File: config.mk
export PLATFORM = sky130hd
export DESIGN_NAME = iso8583_message_parser
export DESIGN_NICKNAME = d
export VERILOG_FILES = /design/src/rtl/isomp_pkg.sv /design/src/rtl/iso8583_message_parser.sv
export SDC_FILE = /design/constraint.sdc
export NUM_CORES = 2
export LEC_CHECK = 0
export ABC_AREA = 0
export BUFFER_PORTS_ARGS = -buffer_cell sky130_fd_sc_hd__clkbuf_2
export CORE_AREA = 3 3 368 370
export DETAILED_ROUTE_END_ITERATION = 6
export DIE_AREA = 0 0 371 373
export MAX_ROUTING_LAYER = met4
export PLACE_DENSITY = 0.74
export SYNTH_ARGS = -nofsm -noshare
export SYNTH_HDL_FRONTEND = slang
export SYNTH_SLANG_ARGS = --single-unit
export TNS_END_PERCENT = 100
File: constraint.sdc
create_clock -name clk_i -period 10.3 [get_ports clk_i]
set_input_delay 2.06 -clock clk_i [delete_from_list [all_inputs] [get_ports clk_i]]
set_output_delay 2.06 -clock clk_i [all_outputs]
set_load 0.02 [all_outputs]
File: src/rtl/isomp_pkg.sv
// Types, codes and helpers of the ISO 8583 message parser.
`default_nettype none
package isomp_pkg;

  localparam int unsigned TableDepth = 129;

  localparam logic [2:0] ErrNone     = 3'd0;
  localparam logic [2:0] ErrTooLong  = 3'd1;
  localparam logic [2:0] ErrUndefFmt = 3'd2;
  localparam logic [2:0] ErrEarlyEnd = 3'd3;
  localparam logic [2:0] ErrBadDef0  = 3'd4;
  localparam logic [2:0] ErrBadDigit = 3'd5;

  localparam logic [1:0] FmtBinary = 2'd2;
  localparam logic [1:0] FmtUndef  = 2'd3;

  typedef struct packed {
    logic [7:0] field_number;
    logic [7:0] out_byte;
    logic       field_end;
    logic       message_done;
    logic [2:0] error_code;
  } result_t;

  // Returns {valid, value} of one hexadecimal character.
  function automatic logic [4:0] hex_value(input logic [7:0] c);
    logic [4:0] r;
    r = 5'd0;
    if (c >= 8'h30 && c <= 8'h39) begin
      r = {1'b1, 4'(c - 8'h30)};
    end else if (c >= 8'h41 && c <= 8'h46) begin
      r = {1'b1, 4'(c - 8'h37)};
    end else if (c >= 8'h61 && c <= 8'h66) begin
      r = {1'b1, 4'(c - 8'h57)};
    end
    return r;
  endfunction

endpackage
`default_nettype wire

File: src/rtl/iso8583_message_parser.sv
// ISO 8583 message parser top level: field splitter around a definition table memory.
//
//   channel   dir  handshake             payload
//   s_axis    in   tvalid/tready         tuser action, tlast last_byte, tdata entry/data
//   m_axis    out  tvalid/tready         tuser done/error, tlast field_end, tdata field/byte
//   cfg       in   cfg_valid/cfg_ready   cfg_index, cfg_data
//
// One word per cycle on s_axis while the output buffer has room; the next present
// field is found by a priority encoder over the bitmap, and its definition is read
// ahead from the table memory (one write and one read port).
// Results go through a two-entry output buffer; s_axis stalls only when both hold.
// Reset clears the parse state and the output buffer; the table needs no clearing pass.
`default_nettype none
module iso8583_message_parser #(
  parameter int unsigned FIELD_COUNT      = 128,
  parameter int unsigned MAX_FIELD_LENGTH = 999
) (
  input  wire logic        clk_i,
  input  wire logic        rst_ni,
  input  wire logic        s_axis_tvalid,
  output logic             s_axis_tready,
  // [7:0] entry_index, [9:8] entry_format, [11:10] entry_prefix_digits,
  // [21:12] entry_max_length, [29:22] data_byte, [31:30] zero
  input  wire logic [31:0] s_axis_tdata,
  // [0] action
  input  wire logic        s_axis_tuser,
  input  wire logic        s_axis_tlast,
  output logic             m_axis_tvalid,
  input  wire logic        m_axis_tready,
  // [7:0] field_number, [15:8] out_byte
  output logic [15:0]      m_axis_tdata,
  // [0] message_done, [3:1] error_code
  output logic [3:0]       m_axis_tuser,
  output logic             m_axis_tlast,
  input  wire logic        cfg_valid_i,
  output logic             cfg_ready_o,
  input  wire logic [7:0]  cfg_index_i,
  input  wire logic [3:0]  cfg_data_i
);
  import isomp_pkg::*;

  localparam logic [2:0] PhType   = 3'd0;
  localparam logic [2:0] PhBitmap = 3'd1;
  localparam logic [2:0] PhSeek   = 3'd2;
  localparam logic [2:0] PhPrefix = 3'd3;
  localparam logic [2:0] PhBody   = 3'd4;
  localparam logic [2:0] PhWait   = 3'd5;

  localparam logic [9:0] MaxLen = 10'(MAX_FIELD_LENGTH);

  logic [13:0] mem_q [TableDepth];
  logic [13:0] rdata_q, fwd_data_q;
  logic        fwd_q;
  logic        mem_we;
  logic [7:0]  nf_d, nf_q;

  logic [2:0]  phase_q, phase_d;
  logic [7:0]  cur_q, cur_d;
  logic [9:0]  left_q, left_d;
  logic [1:0]  pdl_q, pdl_d;
  logic [9:0]  pv_q, pv_d;
  logic [5:0]  sec_q, sec_d;
  logic [3:0]  hexhi_q, hexhi_d;
  logic        ext_q, ext_d;
  logic [63:0] pres_q [2];
  logic [63:0] pres_d [2];
  logic [128:0] cons_q, cons_d;
  logic [1:0]  cfmt_q, cfmt_d;
  logic [9:0]  clen_q, clen_d;
  logic [1:0]  pd0_q, pd0_d;
  logic [3:0]  tilen_q;
  logic        hex_q;

  logic        s_acc;
  logic        have;
  result_t     res;
  result_t     e0_q, e1_q;
  logic        ov_q, sv_q;

  logic [13:0] mdef;
  logic [13:0] wdef;
  logic [7:0]  widx;

  assign s_acc         = s_axis_tvalid && s_axis_tready;
  assign s_axis_tready = !sv_q;
  assign cfg_ready_o   = 1'b1;
  assign mdef          = fwd_q ? fwd_data_q : rdata_q;
  assign widx          = s_axis_tdata[7:0];
  assign wdef          = {s_axis_tdata[9:8], s_axis_tdata[11:10], s_axis_tdata[21:12]};

  // Next present field above the current one that takes bytes.
  always_comb begin
    logic [127:0] cand;
    logic [6:0]   fi;
    cand = '0;
    for (int f = 2; f <= 128; f++) begin
      fi = 7'(f - 1);
      cand[f-1] = (f <= (ext_d ? 128 : 64)) && (f <= int'(FIELD_COUNT)) &&
                  (f > int'(cur_d)) && pres_d[fi[6]][6'(63 - int'(fi[5:0]))] &&
                  cons_d[f];
    end
    nf_d = 8'd0;
    for (int f = 128; f >= 2; f--) begin
      if (cand[f-1]) begin
        nf_d = 8'(f);
      end
    end
  end

  always_comb begin
    logic [7:0]  b;
    logic [4:0]  hx;
    logic        ext_e;
    logic [5:0]  tot;
    logic [7:0]  mb;
    logic        do_prefix, do_body, finish;
    logic [2:0]  fail;
    logic [1:0]  pfmt, pdl_in;
    logic [9:0]  plen, pv_in, pvn, lim, lin, ln;
    logic [13:0] pvm;
    b = s_axis_tdata[29:22];
    hx = hex_value(b);
    ext_e = 1'b0; tot = '0; mb = '0;
    do_prefix = 1'b0; do_body = 1'b0; finish = 1'b0; fail = ErrNone;
    pfmt = cfmt_q; plen = clen_q; pdl_in = pdl_q; pv_in = pv_q; lin = left_q;
    pvn = '0; lim = '0; ln = '0; pvm = '0;
    phase_d = phase_q; cur_d = cur_q; left_d = left_q; pdl_d = pdl_q; pv_d = pv_q;
    sec_d = sec_q; hexhi_d = hexhi_q; ext_d = ext_q; pres_d = pres_q;
    cons_d = cons_q; cfmt_d = cfmt_q; clen_d = clen_q; pd0_d = pd0_q;
    mem_we = 1'b0;
    have = 1'b0;
    res = '0;
    if (s_acc && !s_axis_tuser && widx <= 8'd128) begin
      mem_we = 1'b1;
      cons_d[widx] = (wdef[13:12] == FmtUndef) || (wdef[11:10] != 2'd0) ||
                     (wdef[9:0] != 10'd0);
      if (widx == 8'd0) begin
        pd0_d = wdef[11:10];
      end
      if (widx == cur_q) begin
        cfmt_d = wdef[13:12];
        clen_d = wdef[9:0];
      end
    end
    if (s_acc && s_axis_tuser) begin
      unique case (phase_q)
        PhType: begin
          if (sec_q == 6'd0 && (pd0_q != 2'd0 || tilen_q == 4'd0)) begin
            fail = ErrBadDef0;
          end else begin
            have = 1'b1;
            res.field_number = 8'd0;
            res.out_byte = b;
            sec_d = sec_q + 6'd1;
            if (sec_d >= {2'b0, tilen_q}) begin
              res.field_end = 1'b1;
              phase_d = PhBitmap;
              sec_d = '0; cur_d = 8'd1; ext_d = 1'b0;
              pres_d[0] = '0; pres_d[1] = '0;
            end
          end
        end
        PhBitmap: begin
          if (!hex_q) begin
            ext_e = (sec_q == 6'd0) ? b[7] : ext_q;
            ext_d = ext_e;
            tot = ext_e ? 6'd16 : 6'd8;
            pres_d[sec_q[3]] = {pres_q[sec_q[3]][55:0], b};
            have = 1'b1;
            res.field_number = 8'd1;
            res.out_byte = b;
            sec_d = sec_q + 6'd1;
            finish = (sec_d >= tot);
          end else if (!hx[4]) begin
            fail = ErrBadDigit;
          end else begin
            ext_e = (sec_q == 6'd0) ? hx[3] : ext_q;
            ext_d = ext_e;
            tot = ext_e ? 6'd32 : 6'd16;
            sec_d = sec_q + 6'd1;
            if (!sec_q[0]) begin
              hexhi_d = hx[3:0];
            end else begin
              mb = {hexhi_q, hx[3:0]};
              pres_d[sec_q[4]] = {pres_q[sec_q[4]][55:0], mb};
              have = 1'b1;
              res.field_number = 8'd1;
              res.out_byte = mb;
              finish = (sec_d >= tot);
            end
          end
        end
        PhSeek: begin
          if (nf_q == 8'd0) begin
            phase_d = PhWait;
          end else begin
            cur_d = nf_q;
            cfmt_d = mdef[13:12];
            clen_d = mdef[9:0];
            if (mdef[11:10] == 2'd0) begin
              if (mdef[9:0] > MaxLen) begin
                fail = ErrTooLong;
              end else if (mdef[13:12] == FmtUndef) begin
                fail = ErrUndefFmt;
              end else begin
                lin = mdef[9:0];
                phase_d = PhBody;
                do_body = 1'b1;
              end
            end else begin
              pfmt = mdef[13:12];
              plen = mdef[9:0];
              pdl_in = mdef[11:10];
              pv_in = '0;
              phase_d = PhPrefix;
              do_prefix = 1'b1;
            end
          end
        end
        PhPrefix: do_prefix = 1'b1;
        PhBody:   do_body = 1'b1;
        default:  phase_d = PhWait;
      endcase
      if (do_body) begin
        have = 1'b1;
        res.field_number = cur_d;
        res.out_byte = b;
        ln = (lin != 10'd0) ? lin - 10'd1 : 10'd0;
        left_d = ln;
        finish = (ln == 10'd0);
      end
      if (do_prefix) begin
        if (b < 8'h30 || b > 8'h39) begin
          fail = ErrBadDigit;
        end else begin
          pvm = {1'b0, pv_in, 3'b0} + {3'b0, pv_in, 1'b0} + {10'd0, 4'(b - 8'h30)};
          pvn = pvm[9:0];
          pv_d = pvn;
          pdl_d = (pdl_in != 2'd0) ? pdl_in - 2'd1 : 2'd0;
          if (pfmt == FmtBinary) begin
            have = 1'b1;
            res.field_number = cur_d;
            res.out_byte = b;
          end
          if (pdl_d == 2'd0) begin
            lim = (plen > MaxLen) ? MaxLen : plen;
            if (pvn > lim) begin
              fail = ErrTooLong;
            end else if (pfmt == FmtUndef) begin
              fail = ErrUndefFmt;
            end else begin
              left_d = pvn;
              if (pvn == 10'd0) begin
                have = 1'b1;
                res.field_number = cur_d;
                res.out_byte = (pfmt == FmtBinary) ? b : 8'd0;
                finish = 1'b1;
              end else begin
                phase_d = PhBody;
              end
            end
          end
        end
      end
      if (finish) begin
        res.field_end = 1'b1;
        if (nf_d != 8'd0) begin
          phase_d = PhSeek;
        end else begin
          res.message_done = 1'b1;
          phase_d = PhWait;
        end
      end
      if (fail != ErrNone) begin
        have = 1'b1;
        res = '0;
        res.field_number = cur_d;
        res.error_code = fail;
        phase_d = PhWait;
      end
      if (s_axis_tlast) begin
        if (phase_d != PhWait) begin
          if (!have) begin
            res = '0;
            res.field_number = cur_d;
          end
          have = 1'b1;
          res.message_done = 1'b0;
          res.error_code = ErrEarlyEnd;
        end
        phase_d = PhType;
        cur_d = '0; left_d = '0; pdl_d = '0; pv_d = '0; sec_d = '0;
        hexhi_d = '0; ext_d = 1'b0; pres_d[0] = '0; pres_d[1] = '0;
      end
    end
  end

  always_ff @(posedge clk_i) begin
    if (mem_we) begin
      mem_q[widx] <= wdef;
    end
    rdata_q    <= mem_q[nf_d];
    fwd_q      <= mem_we && (widx == nf_d);
    fwd_data_q <= wdef;
  end

  always_ff @(posedge clk_i or negedge rst_ni) begin
    if (!rst_ni) begin
      phase_q <= PhType;
      cur_q <= '0; left_q <= '0; pdl_q <= '0; pv_q <= '0; sec_q <= '0;
      hexhi_q <= '0; ext_q <= 1'b0; pres_q[0] <= '0; pres_q[1] <= '0;
      cons_q <= '0; cfmt_q <= '0; clen_q <= '0; pd0_q <= '0; nf_q <= '0;
      tilen_q <= 4'd4; hex_q <= 1'b0;
    end else begin
      phase_q <= phase_d;
      cur_q <= cur_d; left_q <= left_d; pdl_q <= pdl_d; pv_q <= pv_d; sec_q <= sec_d;
      hexhi_q <= hexhi_d; ext_q <= ext_d; pres_q <= pres_d;
      cons_q <= cons_d; cfmt_q <= cfmt_d; clen_q <= clen_d; pd0_q <= pd0_d; nf_q <= nf_d;
      if (cfg_valid_i && cfg_index_i == 8'd0) begin
        tilen_q <= cfg_data_i;
      end
      if (cfg_valid_i && cfg_index_i == 8'd1) begin
        hex_q <= cfg_data_i[0];
      end
    end
  end

  // Two-entry output buffer: e0 drives the port, e1 holds the skid word.
  always_ff @(posedge clk_i or negedge rst_ni) begin
    if (!rst_ni) begin
      ov_q <= 1'b0;
      sv_q <= 1'b0;
    end else begin
      unique case ({s_acc && have, ov_q && m_axis_tready})
        2'b10: begin
          if (!ov_q) ov_q <= 1'b1;
          else sv_q <= 1'b1;
        end
        2'b01: begin
          if (sv_q) sv_q <= 1'b0;
          else ov_q <= 1'b0;
        end
        default: ;
      endcase
    end
  end

  always_ff @(posedge clk_i) begin
    unique case ({s_acc && have, ov_q && m_axis_tready})
      2'b10: begin
        if (!ov_q) e0_q <= res;
        else e1_q <= res;
      end
      2'b01: begin
        if (sv_q) e0_q <= e1_q;
      end
      2'b11: begin
        if (sv_q) begin
          e0_q <= e1_q;
          e1_q <= res;
        end else begin
          e0_q <= res;
        end
      end
      default: ;
    endcase
  end

  assign m_axis_tvalid = ov_q;
  assign m_axis_tdata  = {e0_q.out_byte, e0_q.field_number};
  assign m_axis_tuser  = {e0_q.error_code, e0_q.message_done};
  assign m_axis_tlast  = e0_q.field_end;

endmodule
`default_nettype wire

==> run summary <==
DP Cell Count: 7178
Hold path cells: 2
Leakage: 27.49 nW
Port Buf Inserts: 71
Finished Cell Area: 74470 µm²
Initial antenna violation count: 25
Clock skew: 57.96 ps
Most common cell after layout, fill and taps aside: edfxtp_1
Remaining DRCs: 7
Syn Area/Cell: 12.20 µm²
Post-route ant nets: 0
Crit path arrival time: 9880 ps
Max Slew Vio Count: 0
Mapped Cells: 5405
Top-level I/O count: 75
Fmax: 108.6 MHz
CTS H-tree depth: 4
Slowest CP cell: nor4_1
Leading cell types in the layout, fill and taps excluded: edfxtp_1 (1232), nand2_1 (792), nor2_1 (328), buf_4 (285), mux2i_1 (269)
Post-Synth Simple-Gate Area: 0.1299
XOR/XNOR share of the synthesized area: 0.004251
Max capacitance violation total: 0
TritonCTS clock tree: built
Compound-Gate Fraction of Synth Area: 0.1247
Post-Syn Nets: 5498
Met1 global-route usage: 0.4144
Final Hold Viols: 0
Largest family of logic cells by synthesized area: simple AND/OR/NAND/NOR gates
Worst skew pair latency: 800 ps
Main flop type after synthesis: edfxtp_1
Status: complete, but fails checks
Die X: 371 µm
Area of the multi-input gates: 21550 µm²
Die area: 138400 µm²
Die Ht: 373 µm
RSZ-0062 raised after global routing: false
Post-Place Worst Slack: 602.7 ps
Worst VDD drop: 0.1685 mV
R2R setup slack: 1190 ps
CP Class: input port to flop
Crit-path max cell delay: 950 ps
Hold Crit Class: flop to flop
Sink Count: 1461
Area delta synth->final: 12.94%
Hpwl dp: 138400 µm
CTS Buf Count: 151
CP required: 10980 ps
DR vias/cell: 6.504
Synthesized flop and latch total: 1461
Asr flop ratio synth: 0.1369
Layout Utilization: 0.5601
Wire per inst: 28.29 µm
Yosys cell types: 118
# Post-CTS Setup Buffers: 0
GPL Wtd Cong: 0.9954
Layout cells sized above 1: 0.1371
GR Util met2: 0.4440
Syn. warnings: 0
Most Crowded Layer GR: met2
Critical R2R Launch: sec_q[0]
Starting density of the core: 0.4959
Hold Path Sink: pv_q[0]
GRT overflow: 0
Period utilization: 0.8937
Total Neg Setup Slack: 0 ps
Detailed Route WL: 211300 µm
CP Capture Type: flop
Vias in the first global route: 45770
Hold buffer count at cts: 0
Post-cts resize count: 0
Pwr Total: 16.76 mW
Period minus WS final: 9206 ps
Worst Path Max Fanout: 15
Gr usage total: 0.3089
Synth Area in Adders: 0.008198
Root Driver: clkbuf_16
# rows: 134
Via count: 48570
Number of synthesized flops with an enable pin: 1232
Pre-antenna DRT Iters: 7
Fill cell count: 10580
Final setup fails: 0
Post-DP Area: 69560 µm²
Syn Std Cell Area: 65930 µm²
R2r endpoint: rdata_q[3]
Maximum root-to-sink buffer count: 3
Cell Pwr Density: 225.0 nW/µm²
Critical Path Most Common Cell: buf_4
Non-filler cells, final: 7467
CORE AREA: 133000 µm²
Hold slack: 475.6 ps
Critical Path Start Type: input port
Measured slew at the worst slew-check pin: 1237 ps
Slew headroom: 0.1747
1st-iter DRT viols: 7158
Met3 Track Usage GR: 0.07589
Register area share after synthesis: 0.6458
Reg area: 42590 µm²
Clock slew at reported path FFs: 60 ps
Slack of the critical path: 1094 ps
Multiplexer share of the synthesized area: 0.05689
# nets final: 5656
Largest net degree at the start of global routing: 88
Worst hold start: pv_q[0]
CP cell instances: clkbuf_2 > inv_1 > ha_1 > o21bai_1 > a41oi_1 > buf_4 > a21oi_2 > nor2_1 > o21ai_0 > a311o_1 > o311a_1 > o311a_1 > a2111oi_0 > buf_4 > nor3b_1 > buf_4 > o211a_1 > o21ai_4 > mux2_2 > a221o_1 > nor4_1 > o211ai_1 > or4_1
Failing checks: DRC
Worst reg2reg path depth: 20
First-pass GRT wire length: 307700 µm
[how the worst max path moves through the flow]
stage / startpoint / end / depth (start not counted)
3_5_place_dp: s_axis_tdata[22] / rdata_q[3] / 24
2_1_floorplan: s_axis_tdata[25] / m_axis_tdata[0] / 30
6_report: s_axis_tdata[22] / rdata_q[3] / 23
3_3_place_gp: s_axis_tdata[22] / rdata_q[3] / 22
5_1_grt: nf_q[4] / e1_q[17] / 33
4_1_cts: phase_q[2] / e1_q[17] / 34
[area by class of cell]
class,instances,area share
tap,1768,0.02971
inverter,135,0.006923
clock buffer,192,0.05378
multi-input combinational,3459,0.2894
clock inverter,82,0.01161
timing repair buffer,355,0.03619
sequential,1461,0.5719
antenna,15,0.0005041
[sequential cells by signal, summed over array words and instances (netlist names), 3 cells and up]
name,count
clen_q,10
cons_q,64
cur_q,8
e1_q,21
fwd_data_q,14
hexhi_q,4
left_q,10
m_axis_tdata,16
m_axis_tuser,4
mem_q,1190
nf_q,8
phase_q,3
pres_q,64
pv_q,9
rdata_q,14
sec_q,6
tilen_q,4
[Yosys cell counts (12+ instances only)]
master	instances	share of area
a2111oi_0	23	0.0031
a211oi_1	60	0.0068
a21o_1	46	0.0052
a21oi_1	162	0.012
a221o_1	21	0.0032
a22o_1	20	0.0027
a22oi_1	35	0.0040
a31oi_1	105	0.010
a32o_1	15	0.0023
a32oi_1	68	0.0090
and2_1	44	0.0042
and3_1	16	0.0015
buf_1	26	0.0015
buf_2	69	0.0052
buf_4	12	0.0014
clkbuf_1	238	0.014
dfrtp_1	199	0.076
dfxtp_1	29	0.0088
edfxtp_1	1232	0.56
ha_1	40	0.0076
inv_1	124	0.0071
mux2_2	94	0.016
mux2i_1	269	0.041
nand2_1	793	0.045
nand2b_1	16	0.0015
nand3_1	187	0.014
nand4_1	108	0.010
nor2_1	356	0.020
nor2b_1	25	0.0024
nor3_1	125	0.0095
nor4_1	41	0.0039
o211ai_1	66	0.0075
o21a_1	12	0.0014
o21ai_0	233	0.018
o22ai_1	70	0.0066
o31a_1	20	0.0027
o31ai_1	25	0.0028
or3_1	18	0.0017
or4_1	33	0.0038
xnor2_1	14	0.0019
xor2_1	18	0.0024
[kinds of logic after synthesis]
family / after synthesis
and+or+nand+nor: 1848
DFF: 1461
AOI/OAI and AO/OA: 1173
buffers and inverters: 485
muxes: 363
adders and majority gates: 42
xor gates and xnor gates: 32
other: 1
[layer usage]
| layer | vias to the layer above | share of wire |
|---|---|---|
| met5 | - | 0 |
| met4 | 0 | 0.055 |
| met3 | 617 | 0.12 |
| met2 | 3175 | 0.44 |
| met1 | 23840 | 0.39 |
| li1 | 20930 | - |
[where the power goes]
| group | switching, mW | internal (mW) | total [mW] |
|---|---|---|---|
| clock network | 2.33 | 3.10 | 5.43 |
| logic | 3.11 | 1.40 | 4.51 |
| registers | 0.221 | 6.59 | 6.82 |
| total | 5.67 | 11.1 | 16.8 |
[critical path: cells and delay by family]
kind	cells	cell delay, ps
AND/OR/NAND/NOR	4	2230
AO/OA/AOI/OAI	12	3860
multiplexers	1	420
adder cells (fa/ha/maj)	1	220
buffers and inverters	5	1040
Note: power is estimated with default switching activity, not from simulation.
